**config.mk**
```make
export PLATFORM = sky130hd
export DESIGN_NAME = ssc_ctrl
export DESIGN_NICKNAME = d
export VERILOG_FILES = /design/src/hw/rtl/assert_macros.svh /design/src/hw/rtl/ssc_pkg.sv /design/src/hw/rtl/ssc_ctrl.sv
export SDC_FILE = /design/constraint.sdc
export NUM_CORES = 1
export LEC_CHECK = 0
export BUFFER_PORTS_ARGS = -buffer_cell sky130_fd_sc_hd__buf_2
export CELL_PAD_IN_SITES_DETAIL_PLACEMENT = 1
export CELL_PAD_IN_SITES_GLOBAL_PLACEMENT = 2
export CORE_AREA = 2 2 39 41
export CTS_CLUSTER_SIZE = 12
export DETAILED_ROUTE_END_ITERATION = 8
export DIE_AREA = 0 0 41 43
export PLACE_DENSITY = 0.56
export SLEW_MARGIN = 20
export SYNTH_ARGS = -nofsm -noshare
export SYNTH_HDL_FRONTEND = slang
export SYNTH_SLANG_ARGS = --single-unit
```
**constraint.sdc**
```tcl
create_clock -name clock -period 1.7 [get_ports clock]
set_clock_uncertainty 0.15 [all_clocks]
set_input_delay 0.425 -clock clock [delete_from_list [all_inputs] [get_ports clock]]
set_output_delay 0.425 -clock clock [all_outputs]
set_load 0.01 [all_outputs]
```
**src/hw/rtl/assert_macros.svh**
```systemverilog
// Assertion macros used by the RTL files that carry assertions.
`ifndef ASSERT_MACROS_SVH
`define ASSERT_MACROS_SVH

// Property checked on every rising edge of clock, off while reset is high.
`define ASSERT_CLK(label, prop, msg) \
   label: assert property (@(posedge clock) disable iff (reset) (prop)) else $error(msg);

// Condition that must never be seen on a rising edge of clock outside reset.
`define ASSERT_NEVER(label, cond, msg) \
   label: assert property (@(posedge clock) disable iff (reset) !(cond)) else $error(msg);

`endif

```
**src/hw/rtl/ssc_pkg.sv**
```systemverilog
// Package with the constants, payload types and control structs of the subset sum counter.
package ssc_pkg;

   localparam int MaxTarget    = 1023;
   localparam int CountWidth   = 32;
   localparam int TableDepth   = MaxTarget + 1;
   localparam int AddrWidth    = $clog2(TableDepth);
   localparam int ElemWidth    = 16;
   localparam int TargetWidth  = 10;
   localparam int RspCntWidth  = 32;

   localparam logic [CountWidth-1:0] CountLimit = {CountWidth{1'b1}};

   typedef struct packed {
      logic [ElemWidth-1:0] elem_value;
      logic                 last_elem;
   } ssc_req_type;

   typedef struct packed {
      logic [RspCntWidth-1:0] subset_count;
      logic                   count_saturated;
   } ssc_rsp_type;

   // Commands from the controller to the datapath.
   typedef struct packed {
      logic load;
      logic step;
      logic clear_step;
      logic finish;
   } ssc_cmd_type;

   // Status from the datapath to the controller.
   typedef struct packed {
      logic no_work;
      logic at_low;
      logic at_zero;
   } ssc_status_type;

endpackage

```
**src/hw/rtl/ssc_ctrl.sv**
```systemverilog
// Controller state machine of the subset sum counter: clearing pass, sweep and drain.
module ssc_ctrl (
   input  logic                    clock,
   input  logic                    reset,
   input  logic                    start,
   output logic                    busy,
   input  ssc_pkg::ssc_status_type status,
   output ssc_pkg::ssc_cmd_type    cmd
);
   import ssc_pkg::*;

   typedef enum logic [3:0] {
      ST_CLEAR = 4'b0001,
      ST_IDLE  = 4'b0010,
      ST_SWEEP = 4'b0100,
      ST_DRAIN = 4'b1000
   } state_type;

   state_type state_ff, state_in;

   always_comb begin
      state_in = state_ff;
      cmd      = '0;
      case (state_ff)
         ST_CLEAR: begin
            cmd.clear_step = 1'b1;
            if (status.at_zero) begin
               state_in = ST_IDLE;
            end
         end
         ST_IDLE: begin
            // An element above every sum that is not the last one changes nothing.
            if (start && !status.no_work) begin
               cmd.load = 1'b1;
               state_in = ST_SWEEP;
            end
         end
         ST_SWEEP: begin
            cmd.step = 1'b1;
            if (status.at_low) begin
               state_in = ST_DRAIN;
            end
         end
         ST_DRAIN: begin
            cmd.finish = 1'b1;
            state_in   = ST_IDLE;
         end
         default: begin
            state_in = ST_CLEAR;
         end
      endcase
   end

   always_ff @(posedge clock) begin
      if (reset) begin
         state_ff <= ST_CLEAR;
      end else begin
         state_ff <= state_in;
      end
   end

   assign busy = (state_ff != ST_IDLE);

endmodule

```
==> metrics.md, run 1 <==
| Metric | Value |
|---|---|
| DRT Wirelength | `716 um` |
| IO Pins | `11` |
| Non-filler cells, final | `59` |
| Biggest register | `state_ff` |
| Clock tree root buffer cell | `clkbuf_4` |
| Max FFs per register | `4` |
| RSZ-0062 raised after global routing | `yes` |
| Static Leak | `0.1787 nW` |
| Largest net degree at the start of global routing | `8` |
| Final hold viol count | `0` |
| Max transition margin | `80.32%` |
| 1st-iter DRT viols | `0` |
| CP bufs+invs | `2` |
| Status | `finished with violations` |
| Top Registers | `state_ff (4)` |
| CP startpoint kind | `flip-flop` |
| Number of synthesized register bits | `4` |
| Htree depth | `1` |
| Port bufs | `10` |
| CTS sink count | `4` |
| GRT Resource Usage Total | `11.26%` |
| Core box area | `0.001384 mm^2` |
| Vias in the first global route | `295` |
| Failing checks | `setup timing` |
| Net Count, Synth | `30` |
| Final setup TNS | `-0.1383 ns` |
| WL per Instance | `12.14 um` |
| Global-route congestion overflow total | `0` |
| Synth cell types | `17` |
| TritonCTS Buffers | `3` |
| TritonRoute pass-1 iters | `1` |
| Residual DRC count | `0` |
| Std cell rows | `14` |
| CP Class | `reg2out` |
| Final #Nets | `51` |
| Worst path slowest cell | `dfxtp_4` |
| Max cap viols | `0` |
| Worst slew pin tran | `0.2952 ns` |
| Via count | `266` |
| Initial Utilization | `17.63%` |
| Min Tclk post-route | `1.799 ns` |
| Setup ws final | `-0.09876 ns` |
| Count of final max-slew check failures | `0` |
| Worst-case clock buffer depth | `2` |
| CTS Hold Bufs | `0` |
| Overall Power | `0.2766 mW` |
| Setup violators final | `3` |
| Routability cong. | `0.6318` |
| Yosys warns | `0` |
| Vias per Instance | `4.508` |
| Pre-CTS WS | `0.01888 ns` |
| Fin crit share | `105.8%` |
| Detail Route Antenna Nets | `0` |
| Die Wd | `41 um` |
| Post-DP HPWL | `527.3 um` |
| Layout cells sized above 1 | `65.12%` |
| Skew-Pair Late Insertion Delay | `0.24 ns` |
| Clock-pin transition on the worst setup and hold timing paths | `0.04 ns` |
| Crit-path max cell delay | `0.35 ns` |
| Syn Std Cell Area | `244.0 um^2` |
| Max VDD drop | `0.3406 mV` |
| Syn-to-layout area delta | `63.08%` |
| F_max | `0.5559 GHz` |
| Die area | `0.001763 mm^2` |
| CP cell instances | `nor4b_4 > inv_1 > nor2_2 > buf_2` |
| First-pass GRT wire length | `1248 um` |
| Placed insts | `52` |
| Initial antenna violation count | `0` |
| Mean Syn Cell Area | `10.17 um^2` |
| Syn Inst Count | `24` |
| Top cell family by delay on the critical path | `simple AND/OR/NAND/NOR gates` |
| Die Ht | `43 um` |
| CTS tree | `built` |
| Crit. End Element | `output port` |
| PwrDens | `695.2 mW/mm^2` |
| Crit Path Max Fanout | `3` |
| Sequential area share after synthesis | `32.82%` |
| Worst Path Arrival | `1.22 ns` |
| Ant diodes | `0` |
| Worst path required time | `1.12 ns` |
| Hold Crit Class | `in2reg` |
## metrics by stage
| stage | area [um^2] | hold slack (ns) | util, % |
|---|---|---|---|
| floorplan | 244.0 | 0.3751 | - |
| global placement | 329.1 | 0.4428 | 23.78 |
| detailed placement | 329.1 | 0.4608 | 23.78 |
| CTS | 381.6 | 0.2391 | 27.58 |
| global route | 397.9 | 0.2494 | 28.75 |
| finish | 397.9 | 0.2433 | 28.75 |
## layout by cell type (no fill, tap or decap)
cell | synthesis | routed
nand2b_1 | 1 | 1
dfxtp_4 | 0 | 2
dfxtp_2 | 0 | 2
and3_1 | 1 | 1
nor2b_1 | 1 | 1
buf_2 | 0 | 10
o31ai_1 | 1 | 1
nor3_1 | 1 | 1
nor4b_2 | 2 | 3
o41ai_1 | 1 | 1
nor4b_4 | 1 | 1
o21a_1 | 1 | 1
clkbuf_4 | 0 | 3
xnor2_1 | 1 | 1
inv_1 | 3 | 3
nor2_2 | 1 | 1
a21oi_1 | 2 | 2
nand4b_1 | 1 | 1
buf_4 | 0 | 6
and3b_1 | 1 | 1
## worst register-to-register path: stages, from the launching register on
cell and delay, ns:
dfxtp_4 0.35, nor4b_4 0.29, buf_4 0.15, buf_4 0.09
buf_4 0.10, nand4b_1 0.09, o41ai_1 0.07
## per-layer routing
layer / wire [um] / share of wire [%] / track usage (%) / vias to the layer above
met1: 219 / 31 / 10.65 / 125
li1: - / - / - / 130
met4: 13 / 1.8 / 10.00 / 0
met3: 47 / 6.6 / 4.188 / 2
met2: 435 / 61 / 17.50 / 9
met5: 0 / 0 / 0 / -
## cells in the mapped netlist
cell | instances | area, um^2
nor2_2 | 1 | 6.260
o41ai_1 | 1 | 8.760
nor4b_1 | 1 | 8.760
o31ai_1 | 1 | 7.510
inv_1 | 3 | 11.26
nand2b_1 | 1 | 6.260
nor4b_4 | 1 | 23.77
and3_1 | 1 | 6.260
a21oi_1 | 2 | 10.01
o21a_1 | 1 | 7.510
nand4b_1 | 1 | 8.760
dfxtp_1 | 4 | 80.08
nor3_1 | 1 | 5.000
xnor2_1 | 1 | 8.760
nor2b_1 | 1 | 6.260
nor4b_2 | 2 | 30.03
and3b_1 | 1 | 8.760
## path summary, 6_finish.rpt
check | start | endpoint | slack (ns) | cells past startpoint
max | state_ff[3] | cmd[3] | -0.1 | 4
min | reset | state_ff[1] | 0.24 | 2
max reg2reg | state_ff[3] | state_ff[1] | 0.30 | 6
min reg2reg | state_ff[1] | state_ff[1] | 0.36 | 1
## timing repair
action	CTS	global route
setup buffers	3	1
endpoints found under the setup margin	5	5
pin swaps	2	0
resized for setup	5	2
endpoints found under the hold margin	0	0
cloned	0	0
## power by group
group / total [mW] / switching [mW] / internal [mW]
clock network: 0.122 / 0.0431 / 0.0792
logic: 0.0440 / 0.0191 / 0.0249
registers: 0.110 / 0.0122 / 0.0981
## kinds of logic after synthesis
group                  after synthesis  share of synthesized area, %
AO/OA/AOI/OAI                        5                         13.85
XOR/XNOR                             1                         3.590
buffers and inverters                3                         4.615
flip-flops                           4                         32.82
AND/OR/NAND/NOR                     11                         45.13
## layout make-up
type / count / area [um^2]
sequential: 4 / 90.09
clock buffer: 3 / 22.52
inverter: 3 / 11.26
timing repair buffer: 16 / 95.09
multi-input combinational: 17 / 158.9
fill: 169 / 985.9
tap: 16 / 20.02
No activity file was read; power rests on OpenSTA's default activity.
==> inputs of run 2 (changes only) <==
--- a/config.mk
+++ b/config.mk
@@ -14,4 +14,5 @@
 export DIE_AREA = 0 0 41 43
 export PLACE_DENSITY = 0.56
+export RECOVER_POWER = 50
 export SLEW_MARGIN = 20
 export SYNTH_ARGS = -nofsm -noshare
==> constraint.sdc (replaced) <==
create_clock -name clock -period 1.7 [get_ports clock]
set_clock_uncertainty 0.15 [all_clocks]
set_input_delay 0.34 -clock clock [delete_from_list [all_inputs] [get_ports clock]]
set_output_delay 0.34 -clock clock [all_outputs]
set_load 0.01 [all_outputs]
==> metrics.md, run 2 (synthesis results as in run 1) <==
| Metric | Value |
|---|---|
| Status | `finished with violations` |
| Failing checks | `setup timing` |
| Placed insts | `52` |
| FF-to-FF path depth | `9` |
| Fin crit share | `100.2%` |
| Worst path required time | `1.21 ns` |
| HP Start | `reset` |
| Count of final max-slew check failures | `0` |
| Top Registers | `state_ff (4)` |
| Die area | `0.001763 mm^2` |
| GRT Resource Usage Total | `12.35%` |
| Finished Core Util | `33.27%` |
| F_max | `0.5869 GHz` |
| Biggest register | `state_ff` |
| TritonRoute pass-1 iters | `2` |
| Hold Crit Endpoint | `state_ff[1]` |
| Max VDD drop | `0.2933 mV` |
| Min Tclk post-route | `1.704 ns` |
| CP Class | `reg2out` |
| Crit. End Element | `output port` |
| IO Pins | `11` |
| Port bufs | `10` |
| Leading cell type in the layout, fill and taps excluded | `buf_4` |
| DRT Wirelength | `850 um` |
| Vias per Instance | `4.403` |
| Layout cells sized above 1 | `70.59%` |
| 1st-iter DRT viols | `4` |
| CTS sink count | `4` |
| PwrDens | `607.8 mW/mm^2` |
| Setup ws final | `-0.003771 ns` |
| Via count | `295` |
| Worst-case clock buffer depth | `2` |
| FF-to-FF setup slack | `0.06 ns` |
| Post-DP HPWL | `521.7 um` |
| Routability cong. | `0.6666` |
| RR Startpoint | `state_ff[1]` |
| Core box area | `0.001384 mm^2` |
| Worst slew pin tran | `0.3068 ns` |
| CTS Hold Bufs | `0` |
| Final #Nets | `59` |
| Max transition margin | `79.55%` |
| Htree depth | `1` |
| Die Ht | `43 um` |
| Most frequent cells in the layout | `14 x buf_4, 10 x buf_2` |
| Die Wd | `41 um` |
| Hold Crit Class | `in2reg` |
| Syn-to-layout area delta | `88.72%` |
| Clock-pin transition on the worst setup and hold timing paths | `0.04 ns` |
| Setup violators final | `1` |
| Worst hold stages | `2` |
| Vias in the first global route | `333` |
| First-pass GRT wire length | `1400 um` |
| Largest net degree at the start of global routing | `8` |
| Crit Path Max Fanout | `5` |
| Detail Route Antenna Nets | `0` |
| CP startpoint kind | `flip-flop` |
| Clock tree root buffer cell | `clkbuf_4` |
| Ant diodes | `0` |
| Global-route congestion overflow total | `0` |
| WL per Instance | `12.69 um` |
| Static Leak | `0.2214 nW` |
| RSZ-0062 raised after global routing | `yes` |
| CTS tree | `built` |
| Skew-Pair Late Insertion Delay | `0.23 ns` |
| Residual DRC count | `0` |
| Non-filler cells, final | `67` |
| Fillers | `177` |
| TritonCTS Buffers | `3` |
| Initial antenna violation count | `0` |
| Initial Utilization | `17.63%` |
| Max cap viols | `0` |
| R2r endpoint | `state_ff[2]` |
| Std cell rows | `14` |
| Final hold viol count | `0` |
| Worst Path Arrival | `1.21 ns` |
| Max FFs per register | `4` |
[run 2: changes by cell type in the layout (fill, tap and decap cells not counted)]
cell | before | now
buf_4 | 6 | 14
dfxtp_2 | 2 | 1
dfxtp_4 | 2 | 3
[run 2: timing repair]
item,CTS,global route
resized for setup,7,1
setup endpoints to repair,4,4
pin swaps,2,1
setup buffers,10,2
[run 2: worst max-delay path, cell delays in order, from the launching register on]
cell,delay (ns)
dfxtp_4,0.36
nor4b_4,0.26
inv_1,0.11
nor2_2,0.11
buf_2,0.14
[run 2: how the worst max path moves through the flow]
stage                startpoint     end  cells past startpoint
floorplan           state_ff[1]  cmd[3]                      3
global placement    state_ff[1]  cmd[3]                      4
detailed placement  state_ff[1]  cmd[3]                      4
CTS                 state_ff[0]  cmd[3]                      4
global route        state_ff[3]  cmd[3]                      4
finish              state_ff[3]  cmd[3]                      4
[run 2: metal layers]
metal / GRT usage (%) / share of wire, %
met1: 12.22 / 34
met2: 20.00 / 62
met3: 3.141 / 3.5
met4: 10.00 / 0
met5: 0 / 0
[run 2: report_power, final]
group	internal, mW	total (mW)	leakage (nW)	switching, mW
combinational	0.0317	0.0590	0.173	0.0273
clock	0.0788	0.116	0.0138	0.0370
sequential	0.0980	0.105	0.0348	0.00699
total	0.209	0.280	0.221	0.0713
[run 2: layout make-up]
| class | count | area, um^2 | area share, % |
|---|---|---|---|
| timing repair buffer | 24 | 155.1 | 33.70 |
| inverter | 3 | 11.26 | 2.446 |
| multi-input combinational | 17 | 158.9 | 34.51 |
| clock buffer | 3 | 22.52 | 4.891 |
| tap | 16 | 20.02 | 4.348 |
| sequential | 4 | 92.59 | 20.11 |
[run 2: through the flow]
step                hold WS [ns]    TNS, ns  total power [mW]  area, um^2  worst slack [ns]
floorplan                 0.2901          0            0.1345       244.0            0.2252
global route              0.1820    -0.1263            0.3007       460.4          -0.08859
global placement          0.4143          0            0.1516       329.1            0.1416
detailed placement        0.4186          0            0.1531       329.1            0.1104
finish                    0.1776  -0.003771            0.2798       460.4         -0.003771
CTS                       0.1634  -0.003803            0.2798       439.2         -0.003803
